==> src/design/ffba_pkg.sv <==
// ----------------------------------------------------------------------------
// ffba_pkg
// Shared constants, codes and types of the first-fit block allocator.
// ----------------------------------------------------------------------------
`timescale 1ns / 1ps
`default_nettype none

package ffba_pkg;

  // Store depth and handle width
  localparam int MAX_UNITS   = 128;
  localparam int HANDLE_BITS = 16;

  // Cell index and cell count widths
  localparam int IDX_W = (MAX_UNITS > 1) ? $clog2(MAX_UNITS) : 1;
  localparam int CNT_W = $clog2(MAX_UNITS + 1);

  // Field widths
  localparam int CMD_W    = 2;
  localparam int SIZE_W   = 8;
  localparam int EH_W     = 16;
  localparam int STATUS_W = 2;
  localparam int OUT_H_W  = 16;
  localparam int UC_W     = 8;

  localparam logic [UC_W-1:0] UNIT_COUNT_RST = UC_W'(128);

  typedef logic [HANDLE_BITS-1:0] handle_t;

  // Command codes
  localparam logic [CMD_W-1:0] CMD_ALLOC  = 2'd0;
  localparam logic [CMD_W-1:0] CMD_ERASE  = 2'd1;
  localparam logic [CMD_W-1:0] CMD_DEFRAG = 2'd2;

  // Status codes
  localparam logic [STATUS_W-1:0] ST_OK      = 2'd0;
  localparam logic [STATUS_W-1:0] ST_NULL    = 2'd1;
  localparam logic [STATUS_W-1:0] ST_ILLEGAL = 2'd2;

endpackage

`default_nettype wire

==> src/design/first_fit_block_allocator_top.sv <==
// ----------------------------------------------------------------------------
// first_fit_block_allocator_top
// First-fit allocator over a store of owner handles, with erase and compaction.
// ----------------------------------------------------------------------------
// Steps: alloc scans for a free run, then fills it cell by cell; erase scans for
//   the handle's run; defragment makes a read/compact pass, then a clear pass over
//   the freed tail.
// Throughput: one request at a time; the store's single read port, walked one
//   cell per cycle, sets the figure. A finished result waits in an output reg.
// Reset: all cells read as free at once (per-cell valid flags), handles restart
//   at 1, unit count goes to 128. No clearing pass.
`timescale 1ns / 1ps
`default_nettype none

module first_fit_block_allocator_top (
  input  wire logic                              clk_i,
  input  wire logic                              rst_ni,
  // configuration
  input  wire logic                              cfg_we_i,
  input  wire logic [ffba_pkg::UC_W-1:0]         cfg_wdata_i,
  // request channel
  input  wire logic                              in_valid_i,
  output      logic                              in_stall_o,
  input  wire logic [ffba_pkg::CMD_W-1:0]        cmd_i,
  input  wire logic [ffba_pkg::SIZE_W-1:0]       alloc_size_i,
  input  wire logic signed [ffba_pkg::EH_W-1:0]  erase_handle_i,
  // result channel
  output      logic                              out_valid_o,
  input  wire logic                              out_stall_i,
  output      logic [ffba_pkg::STATUS_W-1:0]     status_o,
  output      logic [ffba_pkg::OUT_H_W-1:0]      handle_o
);

  localparam int IDX_W = ffba_pkg::IDX_W;
  localparam int CNT_W = ffba_pkg::CNT_W;

  localparam logic [2:0] S_IDLE   = 3'd0;
  localparam logic [2:0] S_ALLOC  = 3'd1;
  localparam logic [2:0] S_FILL   = 3'd2;
  localparam logic [2:0] S_ERASE  = 3'd3;
  localparam logic [2:0] S_DEFRAG = 3'd4;
  localparam logic [2:0] S_CLEAR  = 3'd5;
  localparam logic [2:0] S_DONE   = 3'd6;

  logic [2:0]                       state_q, state_d;
  logic [CNT_W-1:0]                 rd_idx_q, rd_idx_d;
  logic                             pend_q, pend_d;
  logic [IDX_W-1:0]                 pend_idx_q, pend_idx_d;
  logic [CNT_W-1:0]                 cnt_q, cnt_d;
  logic [CNT_W-1:0]                 wr_idx_q, wr_idx_d;
  logic                             found_q, found_d;
  logic [ffba_pkg::SIZE_W-1:0]      size_q, size_d;
  logic [ffba_pkg::EH_W-1:0]        h_q, h_d;
  ffba_pkg::handle_t                next_handle_q, next_handle_d;
  logic [ffba_pkg::STATUS_W-1:0]    res_status_q, res_status_d;
  logic [ffba_pkg::OUT_H_W-1:0]     res_handle_q, res_handle_d;
  logic                             out_valid_q, out_valid_d;
  logic [ffba_pkg::STATUS_W-1:0]    out_status_q, out_status_d;
  logic [ffba_pkg::OUT_H_W-1:0]     out_handle_q, out_handle_d;
  logic [ffba_pkg::UC_W-1:0]        unit_count_q;
  logic [ffba_pkg::MAX_UNITS-1:0]   vld_q;
  logic                             vld_rd_q;

  logic                             ram_we;
  logic [IDX_W-1:0]                 ram_waddr;
  ffba_pkg::handle_t                ram_wdata;
  logic [IDX_W-1:0]                 ram_raddr;
  ffba_pkg::handle_t                ram_rdata;
  logic                             vld_set, vld_clr;
  logic [IDX_W-1:0]                 vld_idx;

  logic [CNT_W-1:0]                 units;
  ffba_pkg::handle_t                cur_owner;
  logic                             scan_more;
  logic [CNT_W-1:0]                 cnt_n;
  logic [ffba_pkg::EH_W-1:0]        eh_bits;

  assign units = (32'(unit_count_q) > 32'(ffba_pkg::MAX_UNITS))
               ? CNT_W'(ffba_pkg::MAX_UNITS) : CNT_W'(unit_count_q);
  assign cur_owner = vld_rd_q ? ram_rdata : '0;
  assign scan_more = rd_idx_q < units;
  assign ram_raddr = rd_idx_q[IDX_W-1:0];
  assign eh_bits   = $unsigned(erase_handle_i);

  ffba_ram #(
    .WIDTH (ffba_pkg::HANDLE_BITS),
    .DEPTH (ffba_pkg::MAX_UNITS)
  ) u_store (
    .clk_i   (clk_i),
    .we_i    (ram_we),
    .waddr_i (ram_waddr),
    .wdata_i (ram_wdata),
    .raddr_i (ram_raddr),
    .rdata_o (ram_rdata)
  );

  always_comb begin
    state_d       = state_q;
    rd_idx_d      = rd_idx_q;
    pend_d        = 1'b0;
    pend_idx_d    = pend_idx_q;
    cnt_d         = cnt_q;
    cnt_n         = cnt_q;
    wr_idx_d      = wr_idx_q;
    found_d       = found_q;
    size_d        = size_q;
    h_d           = h_q;
    next_handle_d = next_handle_q;
    res_status_d  = res_status_q;
    res_handle_d  = res_handle_q;
    out_valid_d   = out_valid_q;
    out_status_d  = out_status_q;
    out_handle_d  = out_handle_q;
    ram_we        = 1'b0;
    ram_waddr     = wr_idx_q[IDX_W-1:0];
    ram_wdata     = next_handle_q;
    vld_set       = 1'b0;
    vld_clr       = 1'b0;
    vld_idx       = wr_idx_q[IDX_W-1:0];

    // drop a result once taken
    if (out_valid_q && !out_stall_i) begin
      out_valid_d = 1'b0;
    end

    // advance the read stream in every walk state
    if ((state_q == S_ALLOC || state_q == S_ERASE || state_q == S_DEFRAG) && scan_more) begin
      rd_idx_d   = rd_idx_q + CNT_W'(1);
      pend_d     = 1'b1;
      pend_idx_d = rd_idx_q[IDX_W-1:0];
    end

    case (state_q)
      S_IDLE: begin
        if (in_valid_i) begin
          rd_idx_d = '0;
          pend_d   = 1'b0;
          cnt_d    = '0;
          wr_idx_d = '0;
          found_d  = 1'b0;
          size_d   = alloc_size_i;
          h_d      = eh_bits;
          res_handle_d = '0;
          case (cmd_i)
            ffba_pkg::CMD_ALLOC: begin
              if (alloc_size_i == '0 || next_handle_q == '1 ||
                  32'(alloc_size_i) > 32'(units)) begin
                res_status_d = ffba_pkg::ST_NULL;
                state_d      = S_DONE;
              end else begin
                state_d = S_ALLOC;
              end
            end
            ffba_pkg::CMD_ERASE: begin
              if (eh_bits == '0 || eh_bits[ffba_pkg::EH_W-1] ||
                  32'(eh_bits) > 32'(next_handle_q)) begin
                res_status_d = ffba_pkg::ST_ILLEGAL;
                state_d      = S_DONE;
              end else begin
                state_d = S_ERASE;
              end
            end
            default: begin
              state_d = S_DEFRAG;
            end
          endcase
        end
      end

      S_ALLOC: begin
        if (pend_q) begin
          if (cur_owner == '0) begin
            cnt_n = cnt_q + CNT_W'(1);
          end else begin
            cnt_n    = '0;
            wr_idx_d = CNT_W'(pend_idx_q) + CNT_W'(1);
          end
          cnt_d = cnt_n;
          if (32'(cnt_n) == 32'(size_q)) begin
            pend_d  = 1'b0;
            state_d = S_FILL;
          end
        end else if (!scan_more) begin
          res_status_d = ffba_pkg::ST_NULL;
          state_d      = S_DONE;
        end
      end

      S_FILL: begin
        ram_we   = 1'b1;
        vld_set  = 1'b1;
        wr_idx_d = wr_idx_q + CNT_W'(1);
        cnt_d    = cnt_q - CNT_W'(1);
        if (cnt_q == CNT_W'(1)) begin
          res_status_d  = ffba_pkg::ST_OK;
          res_handle_d  = ffba_pkg::OUT_H_W'(next_handle_q);
          next_handle_d = next_handle_q + ffba_pkg::HANDLE_BITS'(1);
          state_d       = S_DONE;
        end
      end

      S_ERASE: begin
        if (pend_q) begin
          if (32'(cur_owner) == 32'(h_q)) begin
            vld_clr = 1'b1;
            vld_idx = pend_idx_q;
            found_d = 1'b1;
          end else if (found_q) begin
            // end of the run
            pend_d  = 1'b0;
            state_d = S_IDLE;
          end
        end else if (!scan_more) begin
          if (found_q) begin
            state_d = S_IDLE;
          end else begin
            res_status_d = ffba_pkg::ST_ILLEGAL;
            state_d      = S_DONE;
          end
        end
      end

      S_DEFRAG: begin
        if (pend_q) begin
          if (cur_owner != '0) begin
            ram_we    = 1'b1;
            ram_wdata = cur_owner;
            vld_set   = 1'b1;
            wr_idx_d  = wr_idx_q + CNT_W'(1);
          end
        end else if (!scan_more) begin
          state_d = S_CLEAR;
        end
      end

      S_CLEAR: begin
        if (wr_idx_q < units) begin
          vld_clr  = 1'b1;
          wr_idx_d = wr_idx_q + CNT_W'(1);
        end else begin
          state_d = S_IDLE;
        end
      end

      S_DONE: begin
        if (!out_valid_q || !out_stall_i) begin
          out_valid_d  = 1'b1;
          out_status_d = res_status_q;
          out_handle_d = res_handle_q;
          state_d      = S_IDLE;
        end
      end

      default: begin
        state_d = S_IDLE;
      end
    endcase
  end

  always_ff @(posedge clk_i or negedge rst_ni) begin
    if (!rst_ni) begin
      state_q       <= S_IDLE;
      pend_q        <= 1'b0;
      found_q       <= 1'b0;
      next_handle_q <= ffba_pkg::HANDLE_BITS'(1);
      out_valid_q   <= 1'b0;
      unit_count_q  <= ffba_pkg::UNIT_COUNT_RST;
      vld_q         <= '0;
      vld_rd_q      <= 1'b0;
    end else begin
      state_q       <= state_d;
      pend_q        <= pend_d;
      found_q       <= found_d;
      next_handle_q <= next_handle_d;
      out_valid_q   <= out_valid_d;
      vld_rd_q      <= vld_q[ram_raddr];
      if (cfg_we_i) begin
        unit_count_q <= cfg_wdata_i;
      end
      if (vld_set) begin
        vld_q[vld_idx] <= 1'b1;
      end else if (vld_clr) begin
        vld_q[vld_idx] <= 1'b0;
      end
    end
  end

  always_ff @(posedge clk_i) begin
    rd_idx_q     <= rd_idx_d;
    pend_idx_q   <= pend_idx_d;
    cnt_q        <= cnt_d;
    wr_idx_q     <= wr_idx_d;
    size_q       <= size_d;
    h_q          <= h_d;
    res_status_q <= res_status_d;
    res_handle_q <= res_handle_d;
    out_status_q <= out_status_d;
    out_handle_q <= out_handle_d;
  end

  assign in_stall_o  = (state_q != S_IDLE);
  assign out_valid_o = out_valid_q;
  assign status_o    = out_status_q;
  assign handle_o    = out_handle_q;

endmodule

`default_nettype wire

==> src/design/ffba_ram.sv <==
// ----------------------------------------------------------------------------
// ffba_ram
// Generic single-write, single-read RAM with registered read data.
// ----------------------------------------------------------------------------
`timescale 1ns / 1ps
`default_nettype none

module ffba_ram #(
  parameter int WIDTH = 16,
  parameter int DEPTH = 128
) (
  input  wire logic                             clk_i,
  input  wire logic                             we_i,
  input  wire logic [$clog2(DEPTH)-1:0]         waddr_i,
  input  wire logic [WIDTH-1:0]                 wdata_i,
  input  wire logic [$clog2(DEPTH)-1:0]         raddr_i,
  output      logic [WIDTH-1:0]                 rdata_o
);

  logic [WIDTH-1:0] mem [DEPTH];

  always_ff @(posedge clk_i) begin
    if (we_i) begin
      mem[waddr_i] <= wdata_i;
    end
    rdata_o <= mem[raddr_i];
  end

endmodule

`default_nettype wire

==> config.mk <==
export PLATFORM = sky130hd
export DESIGN_NAME = first_fit_block_allocator_top
export DESIGN_NICKNAME = d
export VERILOG_FILES = /design/src/design/ffba_pkg.sv /design/src/design/first_fit_block_allocator_top.sv /design/src/design/ffba_ram.sv
export SDC_FILE = /design/constraint.sdc
export NUM_CORES = 2
export LEC_CHECK = 0
export BUFFER_PORTS_ARGS = -buffer_cell sky130_fd_sc_hd__clkbuf_2
export CELL_PAD_IN_SITES_DETAIL_PLACEMENT = 0
export CELL_PAD_IN_SITES_GLOBAL_PLACEMENT = 2
export CORE_MARGIN = 5
export CORE_UTILIZATION = 45
export DETAILED_ROUTE_END_ITERATION = 8
export PLACE_DENSITY_LB_ADDON = 0.1
export SYNTH_ARGS = -nofsm -noshare
export SYNTH_HDL_FRONTEND = slang
export SYNTH_HIERARCHICAL = 1
export SYNTH_SLANG_ARGS = --single-unit
==> constraint.sdc <==
create_clock -name clk_i -period 7.6 [get_ports clk_i]
set_input_delay 0.76 -clock clk_i [delete_from_list [all_inputs] [get_ports clk_i]]
set_output_delay 0.76 -clock clk_i [all_outputs]
set_load 0.01 [all_outputs]
==> flow_summary.rst <==
.. list-table::
   :header-rows: 1

   * - Metric
     - Value
   * - Total power density per cell area
     - 319 mW/mm^2
   * - Placer congestion estimate
     - 0.771
   * - Number of pins exceeding their max-slew limit in the final report
     - 0
   * - Number of unique standard cell types used by synthesis
     - 85
   * - Largest net degree at the start of global routing
     - between 100 and 150
   * - Path category of the worst min-delay check
     - input port to register
   * - Latest clock arrival within the worst-skew pair
     - slightly below 0.9 ns
   * - Highest net fanout along the worst path
     - 16
   * - Biggest area consumer among synthesized cells
     - sky130_fd_sc_hd__edfxtp_1
   * - Clock root buffer
     - sky130_fd_sc_hd__clkbuf_16
   * - Placed wire-length estimate
     - 138000 um
   * - Power Total
     - roughly 33 mW
   * - Area occupied by multi-input gates
     - 0.0235 mm^2
   * - Count of cells along the worst register-to-register path
     - 9
   * - Global-route wire length before repair
     - 344000 um
   * - Overall die height
     - 465 um
   * - Synthesized area
     - 0.0932 mm^2
   * - Hold Path Cell Cnt
     - 1
   * - Wire per inst
     - 31.8 um
   * - GR Overflow Total
     - 0
   * - Number of instances in the synthesized netlist
     - ~4400
   * - Worst slew pin tran
     - 1.37 ns
   * - Deepest level of the CTS H-tree
     - 4
   * - Number of nets produced by synthesis
     - 4518
   * - Total wire length after detailed routing
     - 239000 um
   * - Hold path endpoint
     - size_q[6]$_DFFE_PP_
   * - Post-CTS setup repair buffer count
     - 0
   * - Number of antenna violations at the first check in global routing
     - 16
   * - Number of flops mapped to enable cells by yosys
     - 2131
   * - Pre-antenna DRT Iters
     - 5
   * - Core region area
     - 0.207 mm^2
   * - Worst slack on hold paths
     - about 0.13 ns
   * - Post-Syn Area per Cell
     - between 20 and 25 um^2
   * - Die ar.
     - 0.216 mm^2
   * - Leading register cell type out of synthesis
     - sky130_fd_sc_hd__edfxtp_1
   * - Result of the run
     - complete, no violations
   * - Hold Fails Final Rpt
     - 0
   * - Max-slew headroom at the worst pin
     - 8.60%
   * - RSZ-0062 raised after global routing
     - false
   * - Growth of design area from synthesis to finish
     - 12.3%
   * - Commonest non-fill, non-tap cells in the layout
     - 2131 x sky130_fd_sc_hd__edfxtp_1, 689 x sky130_fd_sc_hd__mux4_2, 239 x sky130_fd_sc_hd__clkbuf_16, 157 x sky130_fd_sc_hd__dfrtp_1, 154 x sky130_fd_sc_hd__buf_4
   * - Worst setup timing slack at the placement stage
     - around 3 ns
   * - Post-synthesis sequential element count
     - 2314
   * - Number of port buffers
     - 58
   * - Fmax achieved
     - between 200 and 250 MHz
   * - Max IR drop VDD
     - approximately 0.0006 V
   * - Static power due to leakage
     - between 20 and 30 nW
   * - Count of synthesis-stage warnings from yosys
     - 6
   * - Std cell rows
     - between 150 and 200
   * - Required @ worst endpoint
     - 8.06 ns
   * - Vias after detailed routing
     - 45400
   * - Leading cell type in the layout, fill and taps excluded
     - sky130_fd_sc_hd__edfxtp_1
   * - Drt via density
     - 6.04
   * - Clock edge transition at the registers on the reported setup and hold paths
     - roughly 0.060 ns
   * - Critical R2R Capture
     - u_store/mem[126][10]$_DFFE_PP_
   * - Final setup TNS
     - 0 ns
   * - Initial detailed-routing violation count
     - 4970
   * - Hold wc startpoint
     - alloc_size_i[6]
   * - Share of layout cells above drive strength 1
     - 29.7%
   * - Clock buffer depth
     - 3
   * - Largest clock skew in the final design
     - 0.0359 ns
   * - Initial Util
     - 45.1%
   * - Fill cells
     - 16400
   * - Clock sink total
     - about 2300
   * - Share of Yosys cell area claimed by the top area cell type
     - between 60% and 70%
   * - Number of routed nets with antenna violations
     - 0
   * - Seq/Total Area, Yosys
     - between 70 and 80%
   * - CP arrival
     - 5.21 ns
   * - Max-cap violations
     - 0
   * - Vias in the first global route
     - about 46000
   * - Count of placed standard cells in the final layout, fillers left out
     - 7518
   * - Clock tree from TritonCTS
     - done
   * - Period minus WS final
     - 4.75 ns
   * - Type of element capturing the critical path
     - register
   * - Gr usage total
     - 22.1%
   * - Final worst-path cycle share
     - 62.4%
   * - Kind of launch point of the worst setup path
     - register
   * - Number of buffers added by the clock tree synthesis step
     - 239
   * - Net count, final
     - roughly 4700
   * - Post-route worst setup slack
     - 2.85 ns
   * - Final setup violation count
     - 0
   * - Share of async-settable or async-resettable flops after synthesis
     - 6.87%
   * - Total instance count after detailed placement
     - a little over 7000
   * - Critical path start-end classification
     - register to register
   * - I/O pin cnt
     - 59
   * - Beginning of the worst register-to-register path
     - u_store/rdata_o[1]$_DFF_P_
   * - Ranking of synthesized cells by area
     - sky130_fd_sc_hd__edfxtp_1 69%, sky130_fd_sc_hd__mux4_2 17%, sky130_fd_sc_hd__dfrtp_1 4.2%
   * - Slack of the worst reg-to-reg path
     - 2.85 ns
   * - Detailed-route DRC error count
     - 0
   * - Die width
     - around 470 um
   * - Total area of sequential cells
     - approximately 0.068 mm^2
cell type report:
cell class,count,area share [%]
flip-flops and latches,2314,65.5
multi-input cells,1801,22.5
clock buffers,289,5.95
well taps,2704,3.23
repair buffers,223,1.59
clock inverters,145,1.11
inverters,37,0.133
diodes,5,0.0120
flip-flops by register name, indices dropped and copies added (netlist names), named ones only:
name / count
u_store/mem: 2048
h_q: 16
handle_o: 16
next_handle_q: 16
res_handle_q: 16
u_store/rdata_o: 16
cnt_q: 8
rd_idx_q: 8
size_q: 8
unit_count_q: 8
wr_idx_q: 8
pend_idx_q: 7
state_q: 3
res_status_q: 2
status_o: 2
found_q: 1
out_valid_o: 1
pend_q: 1
vld_rd_q: 1
logic make-up after synthesis:
group           count (synthesis)  synth area share, %
buf+inv                       320                 1.71
compound gates                449                 3.72
flops                        2314                 73.5
mux                           768                 17.6
fa+ha+maj                      44                0.591
xor+xnor                       38                0.387
simple gates                  502                 2.53
how the worst max path moves through the flow:
| stage | depth (start not counted) | start | slack [ns] | to |
|---|---|---|---|---|
| 2_1_floorplan | 7 | vld_rd_q$_DFF_PN0_ | 0.004 | u_store/mem[0][0]$_DFFE_PP_ |
| 3_3_place_gp | 9 | u_store/rdata_o[9]$_DFF_P_ | 3.08 | u_store/mem[126][6]$_DFFE_PP_ |
| 3_5_place_dp | 9 | u_store/rdata_o[9]$_DFF_P_ | 2.99 | u_store/mem[126][9]$_DFFE_PP_ |
| 4_1_cts | 9 | u_store/rdata_o[9]$_DFF_P_ | 2.95 | u_store/mem[126][10]$_DFFE_PP_ |
| 5_1_grt | 9 | u_store/rdata_o[13]$_DFF_P_ | 2.71 | u_store/mem[126][10]$_DFFE_PP_ |
| 6_report | 9 | u_store/rdata_o[1]$_DFF_P_ | 2.85 | u_store/mem[126][10]$_DFFE_PP_ |
cells in the mapped netlist (7+ instances only):
library cell,instances
sky130_fd_sc_hd__xnor2_1,24
sky130_fd_sc_hd__a211oi_1,9
sky130_fd_sc_hd__a21o_1,12
sky130_fd_sc_hd__a211o_1,7
sky130_fd_sc_hd__mux2i_1,42
sky130_fd_sc_hd__a41oi_1,101
sky130_fd_sc_hd__dfrtp_1,157
sky130_fd_sc_hd__nand4_1,18
sky130_fd_sc_hd__nor2b_1,35
sky130_fd_sc_hd__buf_2,73
sky130_fd_sc_hd__mux4_2,689
sky130_fd_sc_hd__nor4_1,11
sky130_fd_sc_hd__dfxtp_1,24
sky130_fd_sc_hd__o21ai_0,37
sky130_fd_sc_hd__nand3_1,44
sky130_fd_sc_hd__a21oi_2,15
sky130_fd_sc_hd__a41oi_2,27
sky130_fd_sc_hd__xor2_1,12
sky130_fd_sc_hd__o22ai_1,17
sky130_fd_sc_hd__edfxtp_1,2131
sky130_fd_sc_hd__inv_1,35
sky130_fd_sc_hd__o21a_1,7
sky130_fd_sc_hd__o221ai_1,16
sky130_fd_sc_hd__ha_1,44
sky130_fd_sc_hd__mux2_2,23
sky130_fd_sc_hd__and3_1,9
sky130_fd_sc_hd__nor2_1,194
sky130_fd_sc_hd__buf_1,31
sky130_fd_sc_hd__nor3_1,32
sky130_fd_sc_hd__buf_4,13
sky130_fd_sc_hd__a21oi_1,145
sky130_fd_sc_hd__mux2i_2,14
sky130_fd_sc_hd__nand2b_1,15
sky130_fd_sc_hd__clkbuf_1,135
sky130_fd_sc_hd__buf_6,29
sky130_fd_sc_hd__nand2_1,106
worst max-delay path, stage by stage, from the launching register on:
cell	delay, ns
sky130_fd_sc_hd__dfxtp_1	0.58
sky130_fd_sc_hd__nor4_1	0.14
sky130_fd_sc_hd__and4_1	0.30
sky130_fd_sc_hd__nor2_1	0.36
sky130_fd_sc_hd__nand2_4	0.20
sky130_fd_sc_hd__nand2_1	0.49
sky130_fd_sc_hd__nor2b_1	0.32
sky130_fd_sc_hd__nand3_1	0.42
sky130_fd_sc_hd__buf_4	0.43
sky130_fd_sc_hd__nor2_2	1.07
layer usage:
metal | track usage, % | vias up | routed length [um]
li1 | - | 19100 | -
met1 | 32.5 | 24700 | 105000
met2 | 34.8 | 1371 | 114000
met3 | 4.22 | 295 | 15600
met4 | 4.91 | 2 | 4770
met5 | 0 | - | 7
metrics by stage:
step	instance area (um^2)	utilization, %
finish	105000	50.6
global route	105000	50.6
CTS	105000	50.6
global placement	97200	47.0
detailed placement	97200	47.0
floorplan	93200	-
repair_timing:
action / in CTS / in global routing
hold buffers: 1 / 0
gates resized for setup: 0 / 0
endpoints found under the hold margin: 69 / 0
where the power goes:
part	switching (mW)	internal, mW	leakage (nW)
Sequential	0.717	14.3	18.3
Clock	4.87	6.23	3.60
Combinational	4.12	3.05	6.68
Power figures use the tool's default switching activity.
